## config.mk

```make
export PLATFORM = sky130hd
export DESIGN_NAME = fms_ctrl
export DESIGN_NICKNAME = d
export VERILOG_FILES = /design/src/rtl/fms_pkg.sv /design/src/rtl/fms_ctrl.sv
export SDC_FILE = /design/constraint.sdc
export NUM_CORES = 1
export LEC_CHECK = 0
export BUFFER_PORTS_ARGS = -buffer_cell sky130_fd_sc_hd__buf_2
export CAP_MARGIN = 20
export CORE_UTILIZATION = 42
export DETAILED_ROUTE_END_ITERATION = 8
export HOLD_SLACK_MARGIN = 0.08
export PLACE_DENSITY = 0.68
export SETUP_SLACK_MARGIN = 0.1
export SLEW_MARGIN = 25
export SYNTH_ARGS = -nofsm -noshare
export SYNTH_HDL_FRONTEND = slang
export SYNTH_SLANG_ARGS = --single-unit
```

## constraint.sdc

```tcl
create_clock -name i_clk -period 5.3 [get_ports i_clk]
set_input_delay 0.795 -clock i_clk [delete_from_list [all_inputs] [get_ports i_clk]]
set_output_delay 0.795 -clock i_clk [all_outputs]
set_load 0.03 [all_outputs]
```

## src/rtl/fms_pkg.sv

```systemverilog
// ----------------------------------------------------------------------------
// fms_pkg
// types, codes and twiddle table shared by the spectrum block
// ----------------------------------------------------------------------------
`timescale 1ns / 1ps

package fms_pkg;

    localparam int STORE_DEPTH = 128;
    localparam int ADDR_W      = 7;

    // write data select
    localparam logic [2:0] WS_SAMPLE = 3'd0;
    localparam logic [2:0] WS_ZERO   = 3'd1;
    localparam logic [2:0] WS_E      = 3'd2;
    localparam logic [2:0] WS_O      = 3'd3;
    localparam logic [2:0] WS_SUM    = 3'd4;
    localparam logic [2:0] WS_DIF    = 3'd5;

    // multiplier operand select
    localparam logic [2:0] MUL_WR_OR = 3'd0;
    localparam logic [2:0] MUL_WI_OI = 3'd1;
    localparam logic [2:0] MUL_WR_OI = 3'd2;
    localparam logic [2:0] MUL_WI_OR = 3'd3;
    localparam logic [2:0] MUL_RE_RE = 3'd4;
    localparam logic [2:0] MUL_IM_IM = 3'd5;

    // accumulator operation
    localparam logic [1:0] ACC_HOLD = 2'd0;
    localparam logic [1:0] ACC_LOAD = 2'd1;
    localparam logic [1:0] ACC_ADD  = 2'd2;
    localparam logic [1:0] ACC_SUB  = 2'd3;

    typedef struct packed {
        logic              we;
        logic [ADDR_W-1:0] waddr;
        logic [2:0]        wsel;
        logic              re;
        logic [ADDR_W-1:0] raddr;
        logic              ld_e;
        logic              ld_o;
        logic              ld_tw;
        logic [5:0]        tw_idx;
        logic [2:0]        mul_sel;
        logic [1:0]        acc_op;
        logic              ld_tr;
        logic              ld_ti;
        logic              mag_start;
        logic [7:0]        n_count;
    } t_cmd;

    typedef struct packed {
        logic signed [15:0] wr;
        logic signed [15:0] wi;
    } t_tw;

    localparam logic [15:0] QCOS [0:32] = '{
        16'd32767, 16'd32729, 16'd32610, 16'd32413, 16'd32138, 16'd31786,
        16'd31357, 16'd30853, 16'd30274, 16'd29622, 16'd28899, 16'd28106,
        16'd27246, 16'd26320, 16'd25330, 16'd24279, 16'd23170, 16'd22006,
        16'd20788, 16'd19520, 16'd18205, 16'd16846, 16'd15447, 16'd14010,
        16'd12540, 16'd11039, 16'd9512,  16'd7962,  16'd6393,  16'd4808,
        16'd3212,  16'd1608,  16'd0
    };

    function automatic t_tw twiddle(input logic [5:0] m);
        t_tw                t;
        logic signed [15:0] c;
        logic signed [15:0] s;
        if (m <= 6'd32) begin
            c = signed'(QCOS[m]);
            s = signed'(QCOS[6'(6'd32 - m)]);
        end else begin
            c = -signed'(QCOS[6'(7'd64 - {1'b0, m})]);
            s = signed'(QCOS[6'(m - 6'd32)]);
        end
        t.wr = c;
        t.wi = -s;
        return t;
    endfunction

endpackage

```

## src/rtl/fms_ctrl.sv

```systemverilog
// ----------------------------------------------------------------------------
// fms_ctrl
// sequencer for load, padding, reordering, butterflies and bin output
// ----------------------------------------------------------------------------
`timescale 1ns / 1ps

module fms_ctrl import fms_pkg::*; #(
    parameter int MAX_POINTS = 128
) (
    input  logic       i_clk,
    input  logic       i_rst_n,
    input  logic       i_start,
    input  logic       i_frame_end,
    input  logic       i_mag_done,
    output logic       o_busy,
    output t_cmd       o_cmd,
    output logic       o_strobe,
    output logic [5:0] o_bin_index,
    output logic       o_bin_last
);

    localparam logic [2:0] S_LOAD = 3'd0;
    localparam logic [2:0] S_PAD  = 3'd1;
    localparam logic [2:0] S_REV  = 3'd2;
    localparam logic [2:0] S_BFLY = 3'd3;
    localparam logic [2:0] S_MAG  = 3'd4;
    localparam logic [2:0] S_WAIT = 3'd5;

    localparam logic [7:0] LIMIT = 8'(MAX_POINTS);

    logic [2:0] r_state, n_state;
    logic [7:0] r_count, n_count;
    logic [7:0] r_n, n_n;
    logic [2:0] r_lvl, n_lvl;
    logic [7:0] r_i, n_i;
    logic [2:0] r_stg, n_stg;
    logic [3:0] r_step, n_step;
    logic       r_strobe, n_strobe;
    logic [5:0] r_bin, n_bin;
    logic       r_last, n_last;

    logic [7:0] p;
    logic [7:0] hp;
    logic [7:0] cnt_new;
    logic [6:0] rv;
    logic [6:0] half;
    logic [6:0] a_addr;
    logic [6:0] o_addr;
    logic [6:0] tw_full;

    function automatic logic [2:0] clog(input logic [7:0] n);
        logic [2:0] l;
        l = 3'd7;
        for (int k = 7; k >= 0; k--) begin
            if ((9'd1 << k) >= {1'b0, n}) begin
                l = 3'(k);
            end
        end
        return l;
    endfunction

    function automatic logic [6:0] rev7(input logic [6:0] x);
        logic [6:0] y;
        for (int k = 0; k < 7; k++) begin
            y[6-k] = x[k];
        end
        return y;
    endfunction

    assign p       = 8'd1 << r_lvl;
    assign hp      = p >> 1;
    assign cnt_new = (r_count < LIMIT) ? r_count + 8'd1 : r_count;
    assign rv      = rev7(r_i[6:0]) >> (3'd7 - r_lvl);
    assign half    = 7'd1 << (r_stg - 3'd1);
    assign a_addr  = ((r_i[6:0] >> (r_stg - 3'd1)) << r_stg) | (r_i[6:0] & (half - 7'd1));
    assign o_addr  = a_addr | half;
    assign tw_full = (r_i[6:0] & (half - 7'd1)) << (3'd7 - r_stg);

    always_comb begin
        n_state  = r_state;
        n_count  = r_count;
        n_n      = r_n;
        n_lvl    = r_lvl;
        n_i      = r_i;
        n_stg    = r_stg;
        n_step   = r_step;
        n_strobe = 1'b0;
        n_bin    = r_bin;
        n_last   = r_last;
        o_cmd         = '0;
        o_cmd.n_count = r_n;
        unique case (r_state)
            S_LOAD: begin
                if (i_start) begin
                    if (r_count < LIMIT) begin
                        o_cmd.we    = 1'b1;
                        o_cmd.waddr = r_count[6:0];
                        o_cmd.wsel  = WS_SAMPLE;
                    end
                    if (i_frame_end) begin
                        n_count = 8'd0;
                        if (cnt_new > 8'd1) begin
                            n_n     = cnt_new;
                            n_lvl   = clog(cnt_new);
                            n_i     = cnt_new;
                            n_state = S_PAD;
                        end
                    end else begin
                        n_count = cnt_new;
                    end
                end
            end
            S_PAD: begin
                if (r_i < p) begin
                    o_cmd.we    = 1'b1;
                    o_cmd.waddr = r_i[6:0];
                    o_cmd.wsel  = WS_ZERO;
                    n_i         = r_i + 8'd1;
                end else begin
                    n_i     = 8'd0;
                    n_step  = 4'd0;
                    n_state = S_REV;
                end
            end
            S_REV: begin
                case (r_step)
                    4'd0: begin
                        if (r_i >= p) begin
                            n_i     = 8'd0;
                            n_stg   = 3'd1;
                            n_state = S_BFLY;
                        end else if (rv > r_i[6:0]) begin
                            o_cmd.re    = 1'b1;
                            o_cmd.raddr = r_i[6:0];
                            n_step      = 4'd1;
                        end else begin
                            n_i = r_i + 8'd1;
                        end
                    end
                    4'd1: begin
                        o_cmd.re    = 1'b1;
                        o_cmd.raddr = rv;
                        o_cmd.ld_e  = 1'b1;
                        n_step      = 4'd2;
                    end
                    4'd2: begin
                        o_cmd.ld_o = 1'b1;
                        n_step     = 4'd3;
                    end
                    4'd3: begin
                        o_cmd.we    = 1'b1;
                        o_cmd.waddr = r_i[6:0];
                        o_cmd.wsel  = WS_O;
                        n_step      = 4'd4;
                    end
                    default: begin
                        o_cmd.we    = 1'b1;
                        o_cmd.waddr = rv;
                        o_cmd.wsel  = WS_E;
                        n_step      = 4'd0;
                        n_i         = r_i + 8'd1;
                    end
                endcase
            end
            S_BFLY: begin
                n_step = r_step + 4'd1;
                case (r_step)
                    4'd0: begin
                        o_cmd.re     = 1'b1;
                        o_cmd.raddr  = a_addr;
                        o_cmd.ld_tw  = 1'b1;
                        o_cmd.tw_idx = tw_full[5:0];
                    end
                    4'd1: begin
                        o_cmd.re    = 1'b1;
                        o_cmd.raddr = o_addr;
                        o_cmd.ld_e  = 1'b1;
                    end
                    4'd2: o_cmd.ld_o = 1'b1;
                    4'd3: o_cmd.mul_sel = MUL_WR_OR;
                    4'd4: begin
                        o_cmd.acc_op  = ACC_LOAD;
                        o_cmd.mul_sel = MUL_WI_OI;
                    end
                    4'd5: begin
                        o_cmd.acc_op  = ACC_SUB;
                        o_cmd.mul_sel = MUL_WR_OI;
                    end
                    4'd6: begin
                        o_cmd.ld_tr   = 1'b1;
                        o_cmd.acc_op  = ACC_LOAD;
                        o_cmd.mul_sel = MUL_WI_OR;
                    end
                    4'd7: o_cmd.acc_op = ACC_ADD;
                    4'd8: o_cmd.ld_ti = 1'b1;
                    4'd9: begin
                        o_cmd.we    = 1'b1;
                        o_cmd.waddr = a_addr;
                        o_cmd.wsel  = WS_SUM;
                    end
                    default: begin
                        o_cmd.we    = 1'b1;
                        o_cmd.waddr = o_addr;
                        o_cmd.wsel  = WS_DIF;
                        n_step      = 4'd0;
                        if (r_i + 8'd1 == hp) begin
                            n_i = 8'd0;
                            if (r_stg == r_lvl) begin
                                n_state = S_MAG;
                            end else begin
                                n_stg = r_stg + 3'd1;
                            end
                        end else begin
                            n_i = r_i + 8'd1;
                        end
                    end
                endcase
            end
            S_MAG: begin
                n_step = r_step + 4'd1;
                case (r_step)
                    4'd0: begin
                        o_cmd.re    = 1'b1;
                        o_cmd.raddr = r_i[6:0];
                    end
                    4'd1: o_cmd.ld_e = 1'b1;
                    4'd2: o_cmd.mul_sel = MUL_RE_RE;
                    4'd3: begin
                        o_cmd.acc_op  = ACC_LOAD;
                        o_cmd.mul_sel = MUL_IM_IM;
                    end
                    4'd4: o_cmd.acc_op = ACC_ADD;
                    default: begin
                        o_cmd.mag_start = 1'b1;
                        n_step          = 4'd0;
                        n_state         = S_WAIT;
                    end
                endcase
            end
            S_WAIT: begin
                if (i_mag_done) begin
                    n_strobe = 1'b1;
                    n_bin    = r_i[5:0];
                    n_last   = (r_i + 8'd1 == hp);
                    if (r_i + 8'd1 == hp) begin
                        n_state = S_LOAD;
                    end else begin
                        n_i     = r_i + 8'd1;
                        n_state = S_MAG;
                    end
                end
            end
            default: n_state = S_LOAD;
        endcase
    end

    always_ff @(posedge i_clk) begin
        if (!i_rst_n) begin
            r_state  <= S_LOAD;
            r_count  <= 8'd0;
            r_strobe <= 1'b0;
            r_step   <= 4'd0;
        end else begin
            r_state  <= n_state;
            r_count  <= n_count;
            r_strobe <= n_strobe;
            r_step   <= n_step;
        end
    end

    always_ff @(posedge i_clk) begin
        r_n    <= n_n;
        r_lvl  <= n_lvl;
        r_i    <= n_i;
        r_stg  <= n_stg;
        r_bin  <= n_bin;
        r_last <= n_last;
    end

    assign o_busy      = (r_state != S_LOAD);
    assign o_strobe    = r_strobe;
    assign o_bin_index = r_bin;
    assign o_bin_last  = r_last;

endmodule

```

==> Flow_metrics.wiki <==
{| class="wikitable"
! Metric !! Value
|-
| Run status || finished, final reports clean
|-
| Maximum ir drop on the vdd rail || 0.2480 mV
|-
| Delay of the slowest cell on the worst path || 0.78 ns
|-
| H-Tree Depth || 2
|-
| Complex-gate fraction of the synthesized area || 25.88%
|-
| Levels on crit path || 12
|-
| Crit Path Class || flip-flop to output pin
|-
| Count of final hold-check violations || 0
|-
| Clock-pin slew on the worst setup and hold paths || 0.07 ns
|-
| Initial Utilization || 43.95%
|-
| Worst Skew || 0.005035 ns
|-
| Layout Nets || 678
|-
| Synth Area in XOR/XNOR || 4.826%
|-
| Cell chosen for the clock root || sky130_fd_sc_hd__clkbuf_16
|-
| Cells after Synth || 605
|-
| Number of global-route vias before repair || 4,466
|-
| Die Span X || 109.4 µm
|-
| Average size of a mapped cell || 8.014 µm²
|-
| Flip-flop cell with the highest count after synthesis || sky130_fd_sc_hd__edfxtp_1
|-
| Std cell rows || 38
|-
| Worst Reg2Reg Path Length in Cells || 12
|-
| Async set-reset flop share out of synthesis || 0%
|-
| Critical register-to-register path startpoint || r_lvl[0]
|-
| Routed wirelength normalized by instance count || 19.96 µm
|-
| Vias || 5,026
|-
| Area Overhead vs Synth || 8.542%
|-
| Arrival time of the worst setup path || 4.04 ns
|-
| Initial antenna violation count || 0
|-
| Die outline area || 11,980 µm²
|-
| Yosys warning total || 0
|-
| Transition time at the pin with the least slew margin || 1.008 ns
|-
| Number of synthesized register bits || 45
|-
| Critical register-to-register path endpoint || r_i[3]
|-
| Max-slew violation count || 0
|-
| Timing endpoint of the critical path || o_cmd[30]
|-
| Min-Delay Path Depth || 2
|-
| Highest achievable clock rate || 0.2068 GHz
|-
| Netlist area before placement || 4848 µm²
|-
| Register cell area after layout || 1191 µm²
|-
| Maximum Capacitance Violations || 0
|-
| Remaining number of nets flagged by the antenna check after routing || 0
|-
| Gp weighted congestion || 1.005
|-
| Quantity of gates resized following cts || 0
|-
| WP data required || 4.51 ns
|-
| Worst setup path startpoint || r_lvl[0]
|-
| Number of DRC violations after detailed-routing iteration 0 || 596
|-
| Hold-fix buffers, CTS || 0
|-
| Number of buffers created by CTS || 5
|-
| Crit. End Element || output pin
|-
| Post-synthesis cell type count || 85
|-
| Clk_lat worst skew || 0.29 ns
|-
| Number of flops mapped to enable cells by yosys || 29
|-
| First-pass iteration count of the detailed router || 9
|-
| Die extent in y || 109.4 µm
|-
| Number of ports placed on the die boundary || 58
|-
| Slowest library cell on the worst path || sky130_fd_sc_hd__edfxtp_1
|-
| Fraction of layout cells with a size suffix above 1 || 16.33%
|-
| Pleak || 2.213 nW
|-
| Count of filler cells inserted in the layout || 1,116
|-
| DR DRC count || 0
|-
| Critical path's top delay family || compound AO/OA/AOI/OAI gates
|-
| Most common library cell in the layout ignoring fill and taps || sky130_fd_sc_hd__nand2_1
|-
| Cell Chain, Critical Path || mux4_2 -> a22oi_1 -> inv_1 -> ha_1 -> nor2b_1 -> o21ai_0 -> a21oi_1 -> nor2_1 -> or3_1 -> o22ai_1 -> a221o_1 -> buf_2
|-
| Sum of overflow across all layers after global routing || 0
|-
| Wire length after detailed routing || 15,630 µm
|-
| Count of final setup violators || 0
|-
| Area inside the core boundary || 11,030 µm²
|-
| Antenna Diode Count || 0
|-
| Gr usage total || 26.36%
|-
| Fraction of the yosys area taken by sequential cells || 24.57%
|-
| Dominant combinational cell family by area after synthesis || compound AO/OA/AOI/OAI gates
|-
| Syn_nets || 641
|-
| Power per cell area || 416.1 nW/µm²
|-
| Commonest cells after routing, fill and taps aside || 64 x sky130_fd_sc_hd__nand2_1, 60 x sky130_fd_sc_hd__nor2_1, 57 x sky130_fd_sc_hd__buf_2
|-
| Setup TNS Final || 0 ns
|-
| Kind of start point of the critical path || flip-flop
|-
| Detailed-placement wirelength estimate || 11,790 µm
|-
| Synth Area in Adders || 8.000%
|-
| Worst-case clock buffer depth || 2
|-
| Clock Sinks || 45
|-
| Area used by multi-input combinational logic || 3237 µm²
|-
| Buffers plus inverters on the worst setup path || 2
|-
| Area fraction in and, or, nand and nor cells after synthesis || 23.74%
|-
| Multiplexer share of the synthesized area || 4.310%
|-
| Unrepaired setup endpoints after global routing || false
|-
| Pin count of the biggest net entering global routing || 24
|-
| Vias per Instance || 6.419
|-
| Count of buffers inserted at the top-level ports || 57
|-
| Max-Slew Margin vs Limit || 32.56%
|-
| Slack of the worst reg-to-reg path || 1.65 ns
|-
| Final worst path period share || 91.23%
|-
| CTS tree || yes
|-
| Overall power consumption || 2.190 mW
|-
| Wire length of the first global-routing pass || 24,090 µm
|-
| Minimum clock period after layout || 4.835 ns
|-
| Number of setup buffers added after CTS || 0
|-
| Class of the worst hold path || flip-flop to flip-flop
|-
| Critical Path Fanout Max || 22
|}
[registers in the layout, summed over array words and instances (netlist names)]
name,count
r_stg,3
r_n,8
o_strobe,1
r_lvl,3
r_i,8
r_count,8
r_step,4
o_bin_last,1
o_bin_index,6
r_state,3
[power by group]
part	total [mW]	internal [mW]	leakage, nW	switching (mW)
clock network	0.313	0.175	0.0679	0.138
registers	0.509	0.445	0.394	0.0646
logic	1.37	0.459	1.75	0.908
total	2.19	1.08	2.21	1.11
[final cells by class]
| type | count | share of cell area [%] |
|---|---|---|
| Clock buffer | 5 | 2.378 |
| Clock inverter | 3 | 0.3804 |
| Inverter | 37 | 2.639 |
| Multi-Input combinational cell | 484 | 61.51 |
| Sequential cell | 45 | 22.63 |
| Tap cell | 140 | 3.329 |
| Timing Repair Buffer | 69 | 7.133 |
[per-layer routing]
metal  share of wire, %  vias up  track usage (%)  wire [µm]
met5                  0        -                0          0
met2                 45      297            41.19       7028
li1                   -     2320                -          -
met1                 43     2378            37.70       6742
met3                9.8       31            4.031       1525
met4                2.1        0            6.857        336
[synthesized netlist by cell type, drive strengths merged (4+ instances only)]
cell / number / area (µm²)
o21ai: 48 / 240.2
o211ai: 7 / 52.55
buf: 14 / 93.84
and3: 11 / 68.82
nand3: 24 / 120.1
a21o: 5 / 37.54
edfxtp: 29 / 870.8
dfxtp: 16 / 320.3
nor2: 61 / 231.5
nand2: 65 / 246.5
o22ai: 14 / 87.58
xor2: 7 / 68.82
a31oi: 4 / 40.04
a22oi: 11 / 82.58
or3: 5 / 31.28
mux2: 5 / 60.05
nand4: 7 / 43.79
a21oi: 34 / 170.2
nand2b: 5 / 31.28
and2: 4 / 25.02
nor2b: 7 / 43.79
a211oi: 6 / 45.04
nor3: 14 / 86.34
nor3b: 5 / 42.54
ha: 31 / 387.9
a221o: 12 / 121.4
mux2i: 10 / 100.1
inv: 36 / 135.1
clkbuf: 25 / 187.7
xnor2: 15 / 138.9
nand3b: 5 / 37.54
[worst min path at each step]
stage / start / end / slack (ns)
after floorplan: r_i[3] / o_bin_index[3] / 0.45
after global placement: r_step[0] / r_step[3] / 0.55
after detailed placement: r_step[0] / r_step[3] / 0.55
after CTS: r_step[0] / r_step[3] / 0.56
after global routing: r_step[0] / r_step[3] / 0.60
final: r_step[0] / r_step[3] / 0.56
[worst min-delay path, stage by stage (launching register included)]
cell                      delay (ns)
sky130_fd_sc_hd__dfxtp_1        0.35
sky130_fd_sc_hd__nand4_1        0.09
sky130_fd_sc_hd__o32ai_1        0.07
[kinds of logic after synthesis]
| kind of cell | after synthesis |
|---|---|
| AND/OR/NAND/NOR | 230 |
| flip-flops | 45 |
| buffers and inverters | 76 |
| multiplexers | 17 |
| XOR/XNOR | 23 |
| adder cells (fa/ha/maj) | 31 |
| AO/OA/AOI/OAI | 183 |
[metrics by stage]
step / hold WS (ns) / std cells / worst slack [ns] / util [%] / instance area (µm²)
floorplan: 0.4550 / 605 / 1.097 / - / 4848
global placement: 0.5471 / 775 / 0.8810 / 46.39 / 5117
global route: 0.5973 / 783 / 0.1327 / 47.71 / 5263
finish: 0.5632 / 783 / 0.4647 / 47.71 / 5263
CTS: 0.5584 / 783 / 0.4895 / 47.71 / 5263
detailed placement: 0.5525 / 775 / 0.8226 / 46.39 / 5117
(Power assumes the default switching activity.)
